--- config.mk ---
export PLATFORM = sky130hd
export DESIGN_NAME = cad_entity_bounding_box
export DESIGN_NICKNAME = d
export VERILOG_FILES = /design/src/cebb_pkg.sv /design/src/cebb_box.sv /design/src/cebb_angle.sv /design/src/cebb_cordic.sv /design/src/cad_entity_bounding_box.sv
export SDC_FILE = /design/constraint.sdc
export NUM_CORES = 2
export LEC_CHECK = 0
export ABC_CLOCK_PERIOD_IN_PS = 25000
export BUFFER_PORTS_ARGS = -buffer_cell sky130_fd_sc_hd__buf_2
export CELL_PAD_IN_SITES_DETAIL_PLACEMENT = 1
export CELL_PAD_IN_SITES_GLOBAL_PLACEMENT = 1
export CORE_MARGIN = 3
export CORE_UTILIZATION = 30
export DETAILED_ROUTE_END_ITERATION = 10
export GPL_TIMING_DRIVEN = 1
export HOLD_SLACK_MARGIN = 0.1
export PLACE_DENSITY = 0.6
export SKIP_LAST_GASP = 1
export SLEW_MARGIN = 20
export SYNTH_ARGS = -nofsm -noshare
export SYNTH_HDL_FRONTEND = slang
export SYNTH_SLANG_ARGS = --single-unit
--- constraint.sdc ---
create_clock -name clk -period 25 [get_ports clk]
set_clock_uncertainty 0.2 [all_clocks]
set_input_delay 5 -clock clk [delete_from_list [all_inputs] [get_ports clk]]
set_output_delay 5 -clock clk [all_outputs]
set_load 0.01 [all_outputs]
--- src/cebb_pkg.sv ---
// ----------------------------------------------------------------------------
// cebb_pkg
// Shared types, constants and tables for the drawing entity bounding box:
// coordinate and angle widths, entity kinds, box update controls, the
// binary-angle arctangent table and the angle conversion table.
// ----------------------------------------------------------------------------
package cebb_pkg;

  localparam int COORD_W    = 32;
  localparam int CAND_W     = 35;
  localparam int RADIUS_W   = 31;
  localparam int ANGLE_W    = 16;
  localparam int BAM_W      = 32;
  localparam int CORDIC_W   = 32;
  localparam int SCALE_W    = 34;
  localparam int TURN_UNITS = 23040;
  localparam int BAM_DEN    = 45;
  localparam int BAM_FRAC_W = 23;
  localparam int BAM_HALF   = 22;

  localparam logic signed [CORDIC_W-1:0] CORDIC_GAIN = 32'sd652032874;

  localparam logic [1:0] KIND_POINT  = 2'd0;
  localparam logic [1:0] KIND_LINE   = 2'd1;
  localparam logic [1:0] KIND_CIRCLE = 2'd2;
  localparam logic [1:0] KIND_ARC    = 2'd3;

  typedef struct packed {
    logic seed;
    logic upd_x;
    logic upd_y;
  } box_ctl_t;

  typedef logic [BAM_FRAC_W-1:0] bam_frac_tab_t [BAM_DEN];

  // fraction of a binary angle for each remainder of the reduced angle by 45
  function automatic bam_frac_tab_t bam_frac_table();
    bam_frac_tab_t t;
    for (int i = 0; i < BAM_DEN; i++) begin
      t[i] = BAM_FRAC_W'((longint'(i) * (longint'(1) << BAM_FRAC_W) + longint'(BAM_HALF))
                         / BAM_DEN);
    end
    return t;
  endfunction

  function automatic logic [BAM_W-1:0] atan_bam(input logic [4:0] idx);
    logic [BAM_W-1:0] v;
    case (idx)
      5'd0:  v = 32'd536870912;
      5'd1:  v = 32'd316933406;
      5'd2:  v = 32'd167458907;
      5'd3:  v = 32'd85004756;
      5'd4:  v = 32'd42667331;
      5'd5:  v = 32'd21354465;
      5'd6:  v = 32'd10679838;
      5'd7:  v = 32'd5340245;
      5'd8:  v = 32'd2670163;
      5'd9:  v = 32'd1335087;
      5'd10: v = 32'd667544;
      5'd11: v = 32'd333772;
      5'd12: v = 32'd166886;
      5'd13: v = 32'd83443;
      5'd14: v = 32'd41722;
      5'd15: v = 32'd20861;
      5'd16: v = 32'd10430;
      5'd17: v = 32'd5215;
      5'd18: v = 32'd2608;
      5'd19: v = 32'd1304;
      5'd20: v = 32'd652;
      5'd21: v = 32'd326;
      5'd22: v = 32'd163;
      5'd23: v = 32'd81;
      5'd24: v = 32'd41;
      5'd25: v = 32'd20;
      5'd26: v = 32'd10;
      5'd27: v = 32'd5;
      5'd28: v = 32'd3;
      5'd29: v = 32'd1;
      default: v = '0;
    endcase
    return v;
  endfunction

endpackage

--- src/cebb_box.sv ---
// ----------------------------------------------------------------------------
// cebb_box
// Running box registers. Saturates one x and one y candidate per cycle into
// a holding stage, then widens the box with them in the following cycle.
// ----------------------------------------------------------------------------
module cebb_box (
  input  logic                                   clk,
  input  logic                                   rst,
  input  cebb_pkg::box_ctl_t                     ctl,
  input  logic signed [cebb_pkg::COORD_W-1:0]    seed_x,
  input  logic signed [cebb_pkg::COORD_W-1:0]    seed_y,
  input  logic signed [cebb_pkg::CAND_W-1:0]     cand_x,
  input  logic signed [cebb_pkg::CAND_W-1:0]     cand_y,
  output logic signed [cebb_pkg::COORD_W-1:0]    low_x,
  output logic signed [cebb_pkg::COORD_W-1:0]    high_x,
  output logic signed [cebb_pkg::COORD_W-1:0]    low_y,
  output logic signed [cebb_pkg::COORD_W-1:0]    high_y
);
  import cebb_pkg::*;

  localparam logic signed [CAND_W-1:0] SAT_MAX =
    $signed({{(CAND_W-COORD_W+1){1'b0}}, {(COORD_W-1){1'b1}}});
  localparam logic signed [CAND_W-1:0] SAT_MIN =
    $signed({{(CAND_W-COORD_W+1){1'b1}}, {(COORD_W-1){1'b0}}});

  logic signed [COORD_W-1:0] px;
  logic signed [COORD_W-1:0] py;
  logic                      pvx;
  logic                      pvy;

  function automatic logic signed [COORD_W-1:0] sat(input logic signed [CAND_W-1:0] v);
    logic signed [COORD_W-1:0] r;
    if (v > SAT_MAX) begin
      r = SAT_MAX[COORD_W-1:0];
    end else if (v < SAT_MIN) begin
      r = SAT_MIN[COORD_W-1:0];
    end else begin
      r = v[COORD_W-1:0];
    end
    return r;
  endfunction

  always_ff @(posedge clk) begin
    px <= sat(cand_x);
    py <= sat(cand_y);
  end

  always_ff @(posedge clk) begin
    if (rst) begin
      pvx    <= 1'b0;
      pvy    <= 1'b0;
      low_x  <= '0;
      high_x <= '0;
      low_y  <= '0;
      high_y <= '0;
    end else begin
      pvx <= ctl.upd_x;
      pvy <= ctl.upd_y;
      if (ctl.seed) begin
        low_x  <= seed_x;
        high_x <= seed_x;
        low_y  <= seed_y;
        high_y <= seed_y;
      end else begin
        if (pvx) begin
          if (px < low_x) begin
            low_x <= px;
          end
          if (px > high_x) begin
            high_x <= px;
          end
        end
        if (pvy) begin
          if (py < low_y) begin
            low_y <= py;
          end
          if (py > high_y) begin
            high_y <= py;
          end
        end
      end
    end
  end

endmodule

--- src/cebb_angle.sv ---
// ----------------------------------------------------------------------------
// cebb_angle
// Three-stage angle converter: reduces a 1/64 degree angle modulo a full
// turn, turns it into a rounded 32-bit binary angle and folds the second and
// third quadrants onto the first and fourth, flagging the fold.
// ----------------------------------------------------------------------------
module cebb_angle (
  input  logic                                 clk,
  input  logic                                 rst,
  input  logic                                 start,
  input  logic signed [cebb_pkg::ANGLE_W-1:0]  angle,
  output logic                                 valid,
  output logic [cebb_pkg::BAM_W-1:0]           bam,
  output logic                                 neg
);
  import cebb_pkg::*;

  localparam int RED_W       = ANGLE_W + 2;
  localparam int M_W         = 15;
  localparam int Q_W         = BAM_W - BAM_FRAC_W;
  localparam int RR_W        = $clog2(BAM_DEN);
  localparam int RECIP       = 23302;
  localparam int RECIP_SHIFT = 20;
  localparam int PROD_W      = 30;

  localparam bam_frac_tab_t FRAC_TAB = bam_frac_table();
  localparam logic signed [RED_W-1:0] TURN = RED_W'(TURN_UNITS);

  logic signed [RED_W-1:0] a0;
  logic signed [RED_W-1:0] a1;
  logic signed [RED_W-1:0] a2;
  logic [M_W-1:0]          m1;
  logic [M_W-1:0]          m2;
  logic [Q_W-1:0]          q2;
  logic [PROD_W-1:0]       qprod;
  logic [M_W-1:0]          rem_full;
  logic [RR_W-1:0]         rr;
  logic [BAM_W-1:0]        raw;
  logic                    raw_neg;
  logic                    v1;
  logic                    v2;

  always_comb begin
    a0 = RED_W'(angle);
    a1 = (a0 < 0) ? a0 + TURN : a0;
    if (a1 < 0) begin
      a2 = a1 + TURN;
    end else if (a1 >= TURN) begin
      a2 = a1 - TURN;
    end else begin
      a2 = a1;
    end
    qprod    = PROD_W'(m1) * PROD_W'(RECIP);
    rem_full = m2 - M_W'(q2) * M_W'(BAM_DEN);
    rr       = rem_full[RR_W-1:0];
    raw      = {q2, FRAC_TAB[rr]};
    raw_neg  = raw[BAM_W-1] ^ raw[BAM_W-2];
  end

  always_ff @(posedge clk) begin
    m1  <= a2[M_W-1:0];
    m2  <= m1;
    q2  <= qprod[RECIP_SHIFT +: Q_W];
    bam <= {raw[BAM_W-1] ^ raw_neg, raw[BAM_W-2:0]};
    neg <= raw_neg;
  end

  always_ff @(posedge clk) begin
    if (rst) begin
      v1    <= 1'b0;
      v2    <= 1'b0;
      valid <= 1'b0;
    end else begin
      v1    <= start;
      v2    <= v1;
      valid <= v2;
    end
  end

endmodule

--- src/cebb_cordic.sv ---
// ----------------------------------------------------------------------------
// cebb_cordic
// Iterative rotation-mode CORDIC, one micro-rotation per cycle, with a final
// step that negates the result for folded angles. Gives cos and sin, Q2.30.
// ----------------------------------------------------------------------------
module cebb_cordic #(
  parameter int STEPS = 16
) (
  input  logic                                  clk,
  input  logic                                  rst,
  input  logic                                  start,
  input  logic [cebb_pkg::BAM_W-1:0]            bam,
  input  logic                                  neg,
  output logic                                  done,
  output logic signed [cebb_pkg::CORDIC_W-1:0]  cos_val,
  output logic signed [cebb_pkg::CORDIC_W-1:0]  sin_val
);
  import cebb_pkg::*;

  localparam int CNT_W = $clog2(STEPS);

  logic [CNT_W-1:0]           cnt;
  logic                       run;
  logic                       fix;
  logic                       neg_q;
  logic signed [CORDIC_W-1:0] x;
  logic signed [CORDIC_W-1:0] y;
  logic signed [BAM_W-1:0]    z;
  logic signed [CORDIC_W-1:0] dx;
  logic signed [CORDIC_W-1:0] dy;
  logic signed [BAM_W-1:0]    ang;

  always_comb begin
    dx  = y >>> cnt;
    dy  = x >>> cnt;
    ang = $signed(atan_bam(5'(cnt)));
  end

  always_ff @(posedge clk) begin
    if (rst) begin
      run  <= 1'b0;
      fix  <= 1'b0;
      done <= 1'b0;
      cnt  <= '0;
    end else begin
      done <= fix;
      fix  <= 1'b0;
      if (start) begin
        run <= 1'b1;
        cnt <= '0;
      end else if (run) begin
        cnt <= cnt + 1'b1;
        if (cnt == CNT_W'(STEPS - 1)) begin
          run <= 1'b0;
          fix <= 1'b1;
        end
      end
    end
  end

  always_ff @(posedge clk) begin
    if (start) begin
      x     <= CORDIC_GAIN;
      y     <= '0;
      z     <= $signed(bam);
      neg_q <= neg;
    end else if (run) begin
      if (z >= 0) begin
        x <= x - dx;
        y <= y + dy;
        z <= z - ang;
      end else begin
        x <= x + dx;
        y <= y - dy;
        z <= z + ang;
      end
    end else if (fix && neg_q) begin
      x <= -x;
      y <= -y;
    end
  end

  assign cos_val = x;
  assign sin_val = y;

endmodule

--- src/cad_entity_bounding_box.sv ---
// ----------------------------------------------------------------------------
// cad_entity_bounding_box
// Running axis-aligned box over drawing entities (point, line, circle, arc).
// Arc endpoints come from a shared iterative CORDIC and one multiplier; arc
// sweeps that cross an axis direction add that extreme of the circle.
//
//   channel | signals                          | beat
//   --------+----------------------------------+-------------------------------
//   in      | in_valid, in_ready, kind .. angs | one entity
//   out     | out_valid, out_ready, box_*      | box after that entity
//
// An arc's result, from accept on, is set by the two CORDIC runs of the shared
// rotator, one per endpoint; points, lines and circles skip the rotator.
// in_ready is high only while the sequencer is idle; the result register is
// loaded once free, so the next entity is taken while a result waits.
// Reset clears the box to all zeros and empties the result register.
// ----------------------------------------------------------------------------
module cad_entity_bounding_box #(
  parameter int CORDIC_STEPS = 16
) (
  input  logic                                  clk,
  input  logic                                  rst,
  input  logic                                  in_valid,
  output logic                                  in_ready,
  input  logic [1:0]                            kind,
  input  logic                                  start_new,
  input  logic signed [cebb_pkg::COORD_W-1:0]   first_x,
  input  logic signed [cebb_pkg::COORD_W-1:0]   first_y,
  input  logic signed [cebb_pkg::COORD_W-1:0]   second_x,
  input  logic signed [cebb_pkg::COORD_W-1:0]   second_y,
  input  logic [cebb_pkg::RADIUS_W-1:0]         radius,
  input  logic signed [cebb_pkg::ANGLE_W-1:0]   start_angle,
  input  logic signed [cebb_pkg::ANGLE_W-1:0]   end_angle,
  output logic                                  out_valid,
  input  logic                                  out_ready,
  output logic signed [cebb_pkg::COORD_W-1:0]   box_min_x,
  output logic signed [cebb_pkg::COORD_W-1:0]   box_max_x,
  output logic signed [cebb_pkg::COORD_W-1:0]   box_min_y,
  output logic signed [cebb_pkg::COORD_W-1:0]   box_max_y
);
  import cebb_pkg::*;

  localparam logic [3:0] S_IDLE    = 4'd0;
  localparam logic [3:0] S_ADD_A   = 4'd1;
  localparam logic [3:0] S_ADD_B   = 4'd2;
  localparam logic [3:0] S_GO      = 4'd3;
  localparam logic [3:0] S_WAIT    = 4'd4;
  localparam logic [3:0] S_MUL_C   = 4'd5;
  localparam logic [3:0] S_MUL_S   = 4'd6;
  localparam logic [3:0] S_ADD_END = 4'd7;
  localparam logic [3:0] S_EXT_A   = 4'd8;
  localparam logic [3:0] S_EXT_B   = 4'd9;
  localparam logic [3:0] S_FLUSH   = 4'd10;
  localparam logic [3:0] S_OUT     = 4'd11;

  localparam int SW_W      = ANGLE_W + 2;
  localparam int PROD_W    = 2 * CORDIC_W;
  localparam int SCL_SHIFT = 30;
  localparam logic signed [SW_W-1:0]   TURN    = SW_W'(TURN_UNITS);
  localparam logic signed [SW_W-1:0]   QUARTER = SW_W'(TURN_UNITS / 4);
  localparam logic signed [SW_W-1:0]   HALF    = SW_W'(TURN_UNITS / 2);
  localparam logic signed [SW_W-1:0]   THREEQ  = SW_W'(3 * TURN_UNITS / 4);
  localparam logic signed [PROD_W-1:0] RND     = PROD_W'(1) <<< (SCL_SHIFT - 1);

  logic [3:0]                 state;
  logic [3:0]                 state_next;
  logic [1:0]                 kind_q;
  logic signed [COORD_W-1:0]  fx;
  logic signed [COORD_W-1:0]  fy;
  logic signed [COORD_W-1:0]  sx;
  logic signed [COORD_W-1:0]  sy;
  logic [RADIUS_W-1:0]        r_q;
  logic signed [ANGLE_W-1:0]  sa;
  logic signed [ANGLE_W-1:0]  ea;
  logic                       end_sel;
  logic signed [SCALE_W-1:0]  scl_x;
  logic signed [SCALE_W-1:0]  scl_y;

  logic                       accept;
  logic                       out_load;
  logic                       ang_valid;
  logic [BAM_W-1:0]           ang_bam;
  logic                       ang_neg;
  logic                       cordic_done;
  logic signed [CORDIC_W-1:0] cos_val;
  logic signed [CORDIC_W-1:0] sin_val;
  logic signed [CORDIC_W-1:0] mul_a;
  logic signed [PROD_W-1:0]   prod;
  logic signed [PROD_W-1:0]   prod_r;
  logic signed [SCALE_W-1:0]  scl_val;

  box_ctl_t                   ctl;
  logic signed [COORD_W-1:0]  base_x;
  logic signed [COORD_W-1:0]  base_y;
  logic signed [CAND_W-1:0]   off_x;
  logic signed [CAND_W-1:0]   off_y;
  logic signed [CAND_W-1:0]   r_ext;
  logic signed [CAND_W-1:0]   cand_x;
  logic signed [CAND_W-1:0]   cand_y;
  logic signed [COORD_W-1:0]  low_x;
  logic signed [COORD_W-1:0]  high_x;
  logic signed [COORD_W-1:0]  low_y;
  logic signed [COORD_W-1:0]  high_y;

  logic signed [SW_W-1:0]     sa_w;
  logic signed [SW_W-1:0]     ea_w;
  logic                       cross_0;
  logic                       cross_90;
  logic                       cross_180;
  logic                       cross_270;

  function automatic logic crosses(input logic signed [SW_W-1:0] s,
                                   input logic signed [SW_W-1:0] e,
                                   input logic signed [SW_W-1:0] a);
    return (s < a && e > a) || (s < a + TURN && e > a + TURN);
  endfunction

  assign in_ready = (state == S_IDLE);
  assign accept   = in_valid && in_ready;
  assign out_load = (state == S_OUT) && (!out_valid || out_ready);

  cebb_angle u_angle (
    .clk   (clk),
    .rst   (rst),
    .start (state == S_GO),
    .angle (end_sel ? ea : sa),
    .valid (ang_valid),
    .bam   (ang_bam),
    .neg   (ang_neg)
  );

  cebb_cordic #(
    .STEPS (CORDIC_STEPS)
  ) u_cordic (
    .clk     (clk),
    .rst     (rst),
    .start   (ang_valid),
    .bam     (ang_bam),
    .neg     (ang_neg),
    .done    (cordic_done),
    .cos_val (cos_val),
    .sin_val (sin_val)
  );

  always_comb begin
    mul_a   = (state == S_MUL_S) ? sin_val : cos_val;
    prod    = PROD_W'(mul_a) * $signed(PROD_W'(r_q));
    prod_r  = prod + RND;
    scl_val = prod_r[SCL_SHIFT +: SCALE_W];
  end

  always_comb begin
    sa_w      = SW_W'(sa);
    ea_w      = (ea < sa) ? SW_W'(ea) + TURN : SW_W'(ea);
    cross_0   = crosses(sa_w, ea_w, '0);
    cross_90  = crosses(sa_w, ea_w, QUARTER);
    cross_180 = crosses(sa_w, ea_w, HALF);
    cross_270 = crosses(sa_w, ea_w, THREEQ);
  end

  always_comb begin
    r_ext  = $signed(CAND_W'(r_q));
    base_x = fx;
    base_y = fy;
    off_x  = '0;
    off_y  = '0;
    ctl    = '0;
    unique case (state)
      S_ADD_A: begin
        ctl.upd_x = 1'b1;
        ctl.upd_y = 1'b1;
        if (kind_q == KIND_CIRCLE) begin
          off_x = r_ext;
          off_y = r_ext;
        end
      end
      S_ADD_B: begin
        ctl.upd_x = 1'b1;
        ctl.upd_y = 1'b1;
        if (kind_q == KIND_LINE) begin
          base_x = sx;
          base_y = sy;
        end else begin
          off_x = -r_ext;
          off_y = -r_ext;
        end
      end
      S_ADD_END: begin
        ctl.upd_x = 1'b1;
        ctl.upd_y = 1'b1;
        off_x     = CAND_W'(scl_x);
        off_y     = CAND_W'(scl_y);
      end
      S_EXT_A: begin
        ctl.upd_x = cross_0;
        ctl.upd_y = cross_90;
        off_x     = r_ext;
        off_y     = r_ext;
      end
      S_EXT_B: begin
        ctl.upd_x = cross_180;
        ctl.upd_y = cross_270;
        off_x     = -r_ext;
        off_y     = -r_ext;
      end
      default: begin
      end
    endcase
    ctl.seed = accept && start_new;
    cand_x   = CAND_W'(base_x) + off_x;
    cand_y   = CAND_W'(base_y) + off_y;
  end

  cebb_box u_box (
    .clk    (clk),
    .rst    (rst),
    .ctl    (ctl),
    .seed_x (first_x),
    .seed_y (first_y),
    .cand_x (cand_x),
    .cand_y (cand_y),
    .low_x  (low_x),
    .high_x (high_x),
    .low_y  (low_y),
    .high_y (high_y)
  );

  always_comb begin
    state_next = state;
    unique case (state)
      S_IDLE: begin
        if (accept) begin
          state_next = (kind == KIND_ARC) ? S_GO : S_ADD_A;
        end
      end
      S_ADD_A:   state_next = (kind_q == KIND_POINT) ? S_FLUSH : S_ADD_B;
      S_ADD_B:   state_next = S_FLUSH;
      S_GO:      state_next = S_WAIT;
      S_WAIT: begin
        if (cordic_done) begin
          state_next = S_MUL_C;
        end
      end
      S_MUL_C:   state_next = S_MUL_S;
      S_MUL_S:   state_next = S_ADD_END;
      S_ADD_END: state_next = end_sel ? S_EXT_A : S_GO;
      S_EXT_A:   state_next = S_EXT_B;
      S_EXT_B:   state_next = S_FLUSH;
      S_FLUSH:   state_next = S_OUT;
      S_OUT: begin
        if (out_load) begin
          state_next = S_IDLE;
        end
      end
      default:   state_next = S_IDLE;
    endcase
  end

  always_ff @(posedge clk) begin
    if (rst) begin
      state     <= S_IDLE;
      end_sel   <= 1'b0;
      out_valid <= 1'b0;
    end else begin
      state <= state_next;
      if (accept) begin
        end_sel <= 1'b0;
      end else if (state == S_ADD_END) begin
        end_sel <= 1'b1;
      end
      if (out_load) begin
        out_valid <= 1'b1;
      end else if (out_ready) begin
        out_valid <= 1'b0;
      end
    end
  end

  always_ff @(posedge clk) begin
    if (accept) begin
      kind_q <= kind;
      fx     <= first_x;
      fy     <= first_y;
      sx     <= second_x;
      sy     <= second_y;
      r_q    <= radius;
      sa     <= start_angle;
      ea     <= end_angle;
    end
    if (state == S_MUL_C) begin
      scl_x <= scl_val;
    end
    if (state == S_MUL_S) begin
      scl_y <= scl_val;
    end
    if (out_load) begin
      box_min_x <= low_x;
      box_max_x <= high_x;
      box_min_y <= low_y;
      box_max_y <= high_y;
    end
  end

  assert property (@(posedge clk) disable iff (rst)
    cordic_done |-> state == S_WAIT)
    else $error("rotator finished outside the wait step");

  assert property (@(posedge clk) disable iff (rst)
    (low_x <= high_x) && (low_y <= high_y))
    else $error("box corners out of order");

  assert property (@(posedge clk) disable iff (rst)
    $rose(out_valid) |-> $past(state) == S_OUT)
    else $error("result beat raised outside the output step");

endmodule
==> insert_results.sql <==
INSERT INTO impl_metrics (metric_group, metric, value, unit) VALUES
('route', 'detail-route-antenna-nets', '0', ''),
('sta', 'setup_viol', '0', ''),
('route', 'viasPerCell', '4.991', ''),
('sta', 'final_period_minus_worst_setup_slack', '11.80', 'ns'),
('route', 'drt_iter0_markers', '3399', ''),
('clocking', 'worstSkewPairLatency', '0.77', 'ns'),
('layout', 'num-fill-cells', '32140', ''),
('layout', 'drive_gt1_frac', '0.1006', ''),
('layout', 'biggestRegsByFlops', 'scl_x: 34 flops, scl_y: 34 flops', ''),
('synth', 'synth_async_sr_flop_share', '0', ''),
('layout', 'flow.area_growth_from_synthesis', '10.52', '%'),
('clocking', 'clk_pin_slew', '0.06', 'ns'),
('min_path', 'hold_path_depth', '0', ''),
('synth', 'ys_warn_count', '0', ''),
('clocking', 'clockRootBuffer', 'clkbuf_16', ''),
('clocking', 'cts.htree.levels', '3', ''),
('min_path', 'hold_path.class', 'register to register', ''),
('run', 'maxCapViolCount', '0', ''),
('worst_setup_path', 'setup.worst_path.class', 'register to register', ''),
('synth', 'post_synthesis_net_count', '10720', ''),
('clocking', 'cts_num_sinks', '783', ''),
('placed_design', 'io_buffer_count', '327', ''),
('synth', 'synth_top_flop_cell', 'edfxtp_1', ''),
('synth', 'synth_top_area_cell', 'fa_1', ''),
('synth', 'synth_unique_cells', '97', ''),
('sta', 'min_period_over_period', '0.4720', ''),
('worst_setup_path', 'worst-path-max-fanout', '102', ''),
('sta', 'timing_max_transition_violations_final', '0', ''),
('synth', 'synth_top_area_share', '0.2587', ''),
('clocking', 'cts_tree', 'done', ''),
('global_routing', 'grt-ovfl-total', '0', ''),
('floorplanning', 'die_y', '539.4', 'um'),
('worst_setup_path', 'timing.critical_path.arrival', '12.04', 'ns'),
('worst_setup_path', 'cp_common_cell', 'fa_1', ''),
('synth', 'synth.yosys.seq_area_share', '0.2331', ''),
('min_path', 'min_to', 'u_angle.bam[27]', ''),
('global_routing', 'track_usage', '0.1931', ''),
('layout', 'most-common-layout-cells', '1266 x inv_1, 1103 x fa_1, 698 x nand2_1', ''),
('synth', 'ys_top_cells_by_area', 'fa_1 26%, edfxtp_1 15%, ha_1 9.7%', ''),
('floorplanning', 'placement_rows', '195', ''),
('worst_setup_path', 'worstSetupEndpointType', 'register', ''),
('worst_setup_path', 'reg2reg_from', 'state[2]', ''),
('placed_design', 'gp_congestion', '0.8694', ''),
('synth', 'synth_cells', '8754', ''),
('worst_setup_path', 'timing.critical_path.slowest_cell_delay', '1.02', 'ns'),
('floorplanning', 'start_util', '0.3019', ''),
('sta', 'unrepaired_setup_endpoints_after_global_routing', 'no', ''),
('worst_setup_path', 'rr_worst_depth', '28', ''),
('floorplanning', 'design.core.area', '282800', 'um^2'),
('worst_setup_path', 'worst-endpoint-required', '25.24', 'ns'),
('route', 'detail_route.drc_violations', '0', ''),
('global_routing', 'grt_pass1_vias', '69560', ''),
('floorplanning', 'die_w', '539.4', 'um'),
('outcome', 'outcome', 'finished, final reports clean', ''),
('route', 'vias', '63310', ''),
('floorplanning', 'fp.dieArea', '291000', 'um^2'),
('sta', 'max_slew_margin', '0.1743', ''),
('synth', 'post_synth.cell_area_avg', '9.752', 'um^2'),
('placed_design', 'dp_hpwl', '224.8', 'mm'),
('clocking', 'total_cts_buffers', '93', ''),
('synth', 'ys_ff_latch', '783', ''),
('worst_setup_path', 'timing.rr.end', 'scl_y[28]', ''),
('route', 'drt_wl_total', '282.9', 'mm'),
('layout', 'layout_commonest_cell', 'inv_1', ''),
('clocking', 'clockBufferDepth', '3', ''),
('sta', 'hold_viol', '0', ''),
('worst_setup_path', 'ff2ff_setup_slack', '13.20', 'ns'),
('global_routing', 'grt_pass1_wl', '435.4', 'mm'),
('worst_setup_path', 'critical-path-slowest-cell', 'mux2i_1', ''),
('min_path', 'worst_hold_startpoint', 'u_angle.q2[4]', ''),
('layout', 'net_count_final', '10810', ''),
('sta', 'fmax', '0.08475', 'GHz'),
('sta', 'setup_tns', '0', 'ns'),
('global_routing', 'grt_antenna_before_repair', '44', ''),
('worst_setup_path', 'worstSetupStartpoint', 'state[2]', ''),
('global_routing', 'grt_start_max_net_pins', '144', ''),
('route', 'per_cell_routed_wire_length', '22.30', 'um'),
('route', 'dr.pass1.iters', '5', ''),
('sta', 'transition_time_of_the_tightest_slew_check_pin', '1.228', 'ns'),
('synth', 'synth_enable_flop_cells', '422', ''),
('synth', 'syn_area', '85370', 'um^2'),
('worst_setup_path', 'startpoint_type', 'register', ''),
('floorplanning', 'ios', '328', '');
[per-stage QoR]
step | worst slack, ns | hold slack, ns | std cells | cell area (um^2) | util
finish | 13.20 | 0.1594 | 12690 | 94350 | 0.3337
global route | 12.62 | 0.1727 | 12680 | 94330 | 0.3336
global placement | 13.49 | 0.1167 | 12490 | 90890 | 0.3214
floorplan | 13.26 | 0.1096 | 8754 | 85370 | -
detailed placement | 13.31 | 0.1164 | 12490 | 90900 | 0.3214
CTS | 13.19 | 0.1615 | 12670 | 94270 | 0.3334
[layout make-up]
class                           count  area, um^2  share of cell area
Tap cell                         3743        4683             0.04964
Clock buffer                      126        2615             0.02772
Clock inverter                     50       749.5            0.007943
Sequential cell                   783       19920              0.2111
Inverter                         1271        4771             0.05056
Multi-Input combinational cell   6255       59050              0.6258
Antenna cell                       18       45.04           0.0004774
Timing Repair Buffer              439        2524             0.02675
[worst max-delay path: cells and delay by family, from the launching register on]
| kind | cells | cell delay [ns] |
|---|---|---|
| buffers and inverters | 3 | 0.52 |
| AO/OA/AOI/OAI | 9 | 2.80 |
| XOR/XNOR | 1 | 0.16 |
| multiplexers | 1 | 1.02 |
| adder cells (fa/ha/maj) | 9 | 4.34 |
| flip-flops | 1 | 0.80 |
| AND/OR/NAND/NOR | 5 | 1.37 |
[layer usage]
layer	share of wire	GRT usage	wire, um	up-vias
met5	0.00013	0	36	-
met3	0.038	0.02094	10700	341
met1	0.45	0.2589	127800	32860
li1	-	-	-	28940
met4	0.027	0.05138	7675	6
met2	0.48	0.3301	136700	1156
[cell usage after synthesis, types with 34 or more instances]
library cell,n
inv_1,1268
fa_1,1103
nand2_1,700
ha_1,663
and2_1,616
nor2_1,553
edfxtp_1,422
clkbuf_1,370
dfxtp_1,361
o21ai_0,317
a21oi_1,290
xnor2_1,217
a21o_1,181
mux2i_1,176
a211oi_1,167
mux2_2,162
xor2_1,158
nor3_1,80
nand3_1,75
nand2b_1,61
nor2b_1,60
o31ai_1,54
mux4_2,51
o21a_1,51
nand4_1,47
or3_1,46
buf_1,34
[cells by family (layout without fill, tap and decap cells)]
group | Yosys count | after routing | share of synthesized area
buffers and inverters | 1716 | 1886 | 0.07699
DFF | 783 | 783 | 0.2331
muxes | 389 | 389 | 0.05546
AOI/OAI and AO/OA | 1349 | 1349 | 0.1028
and+or+nand+nor | 2373 | 2373 | 0.1366
other | 0 | 18 | 0
xor gates and xnor gates | 378 | 378 | 0.03922
adders and majority gates | 1766 | 1766 | 0.3558
[what timing repair did]
item | 4_1_cts | 5_1_grt
gates resized for setup | 0 | 0
hold buffers | 1 | 0
buffers inserted | 0 | 0
setup endpoints to repair | 0 | 0
endpoints found under the hold margin | 1 | 0
[worst max-delay path by stage]
stage	end	slack, ns	cells after the start
floorplan	u_box.high_y[10]	13.26	7
global placement	scl_x[33]	13.49	30
detailed placement	scl_x[28]	13.31	28
CTS	scl_x[28]	13.19	28
global route	scl_x[28]	12.62	28
finish	scl_y[28]	13.20	28
Power is not shown: default switching activity piles up to over one toggle a cycle in this logic, so the estimate is an artifact.
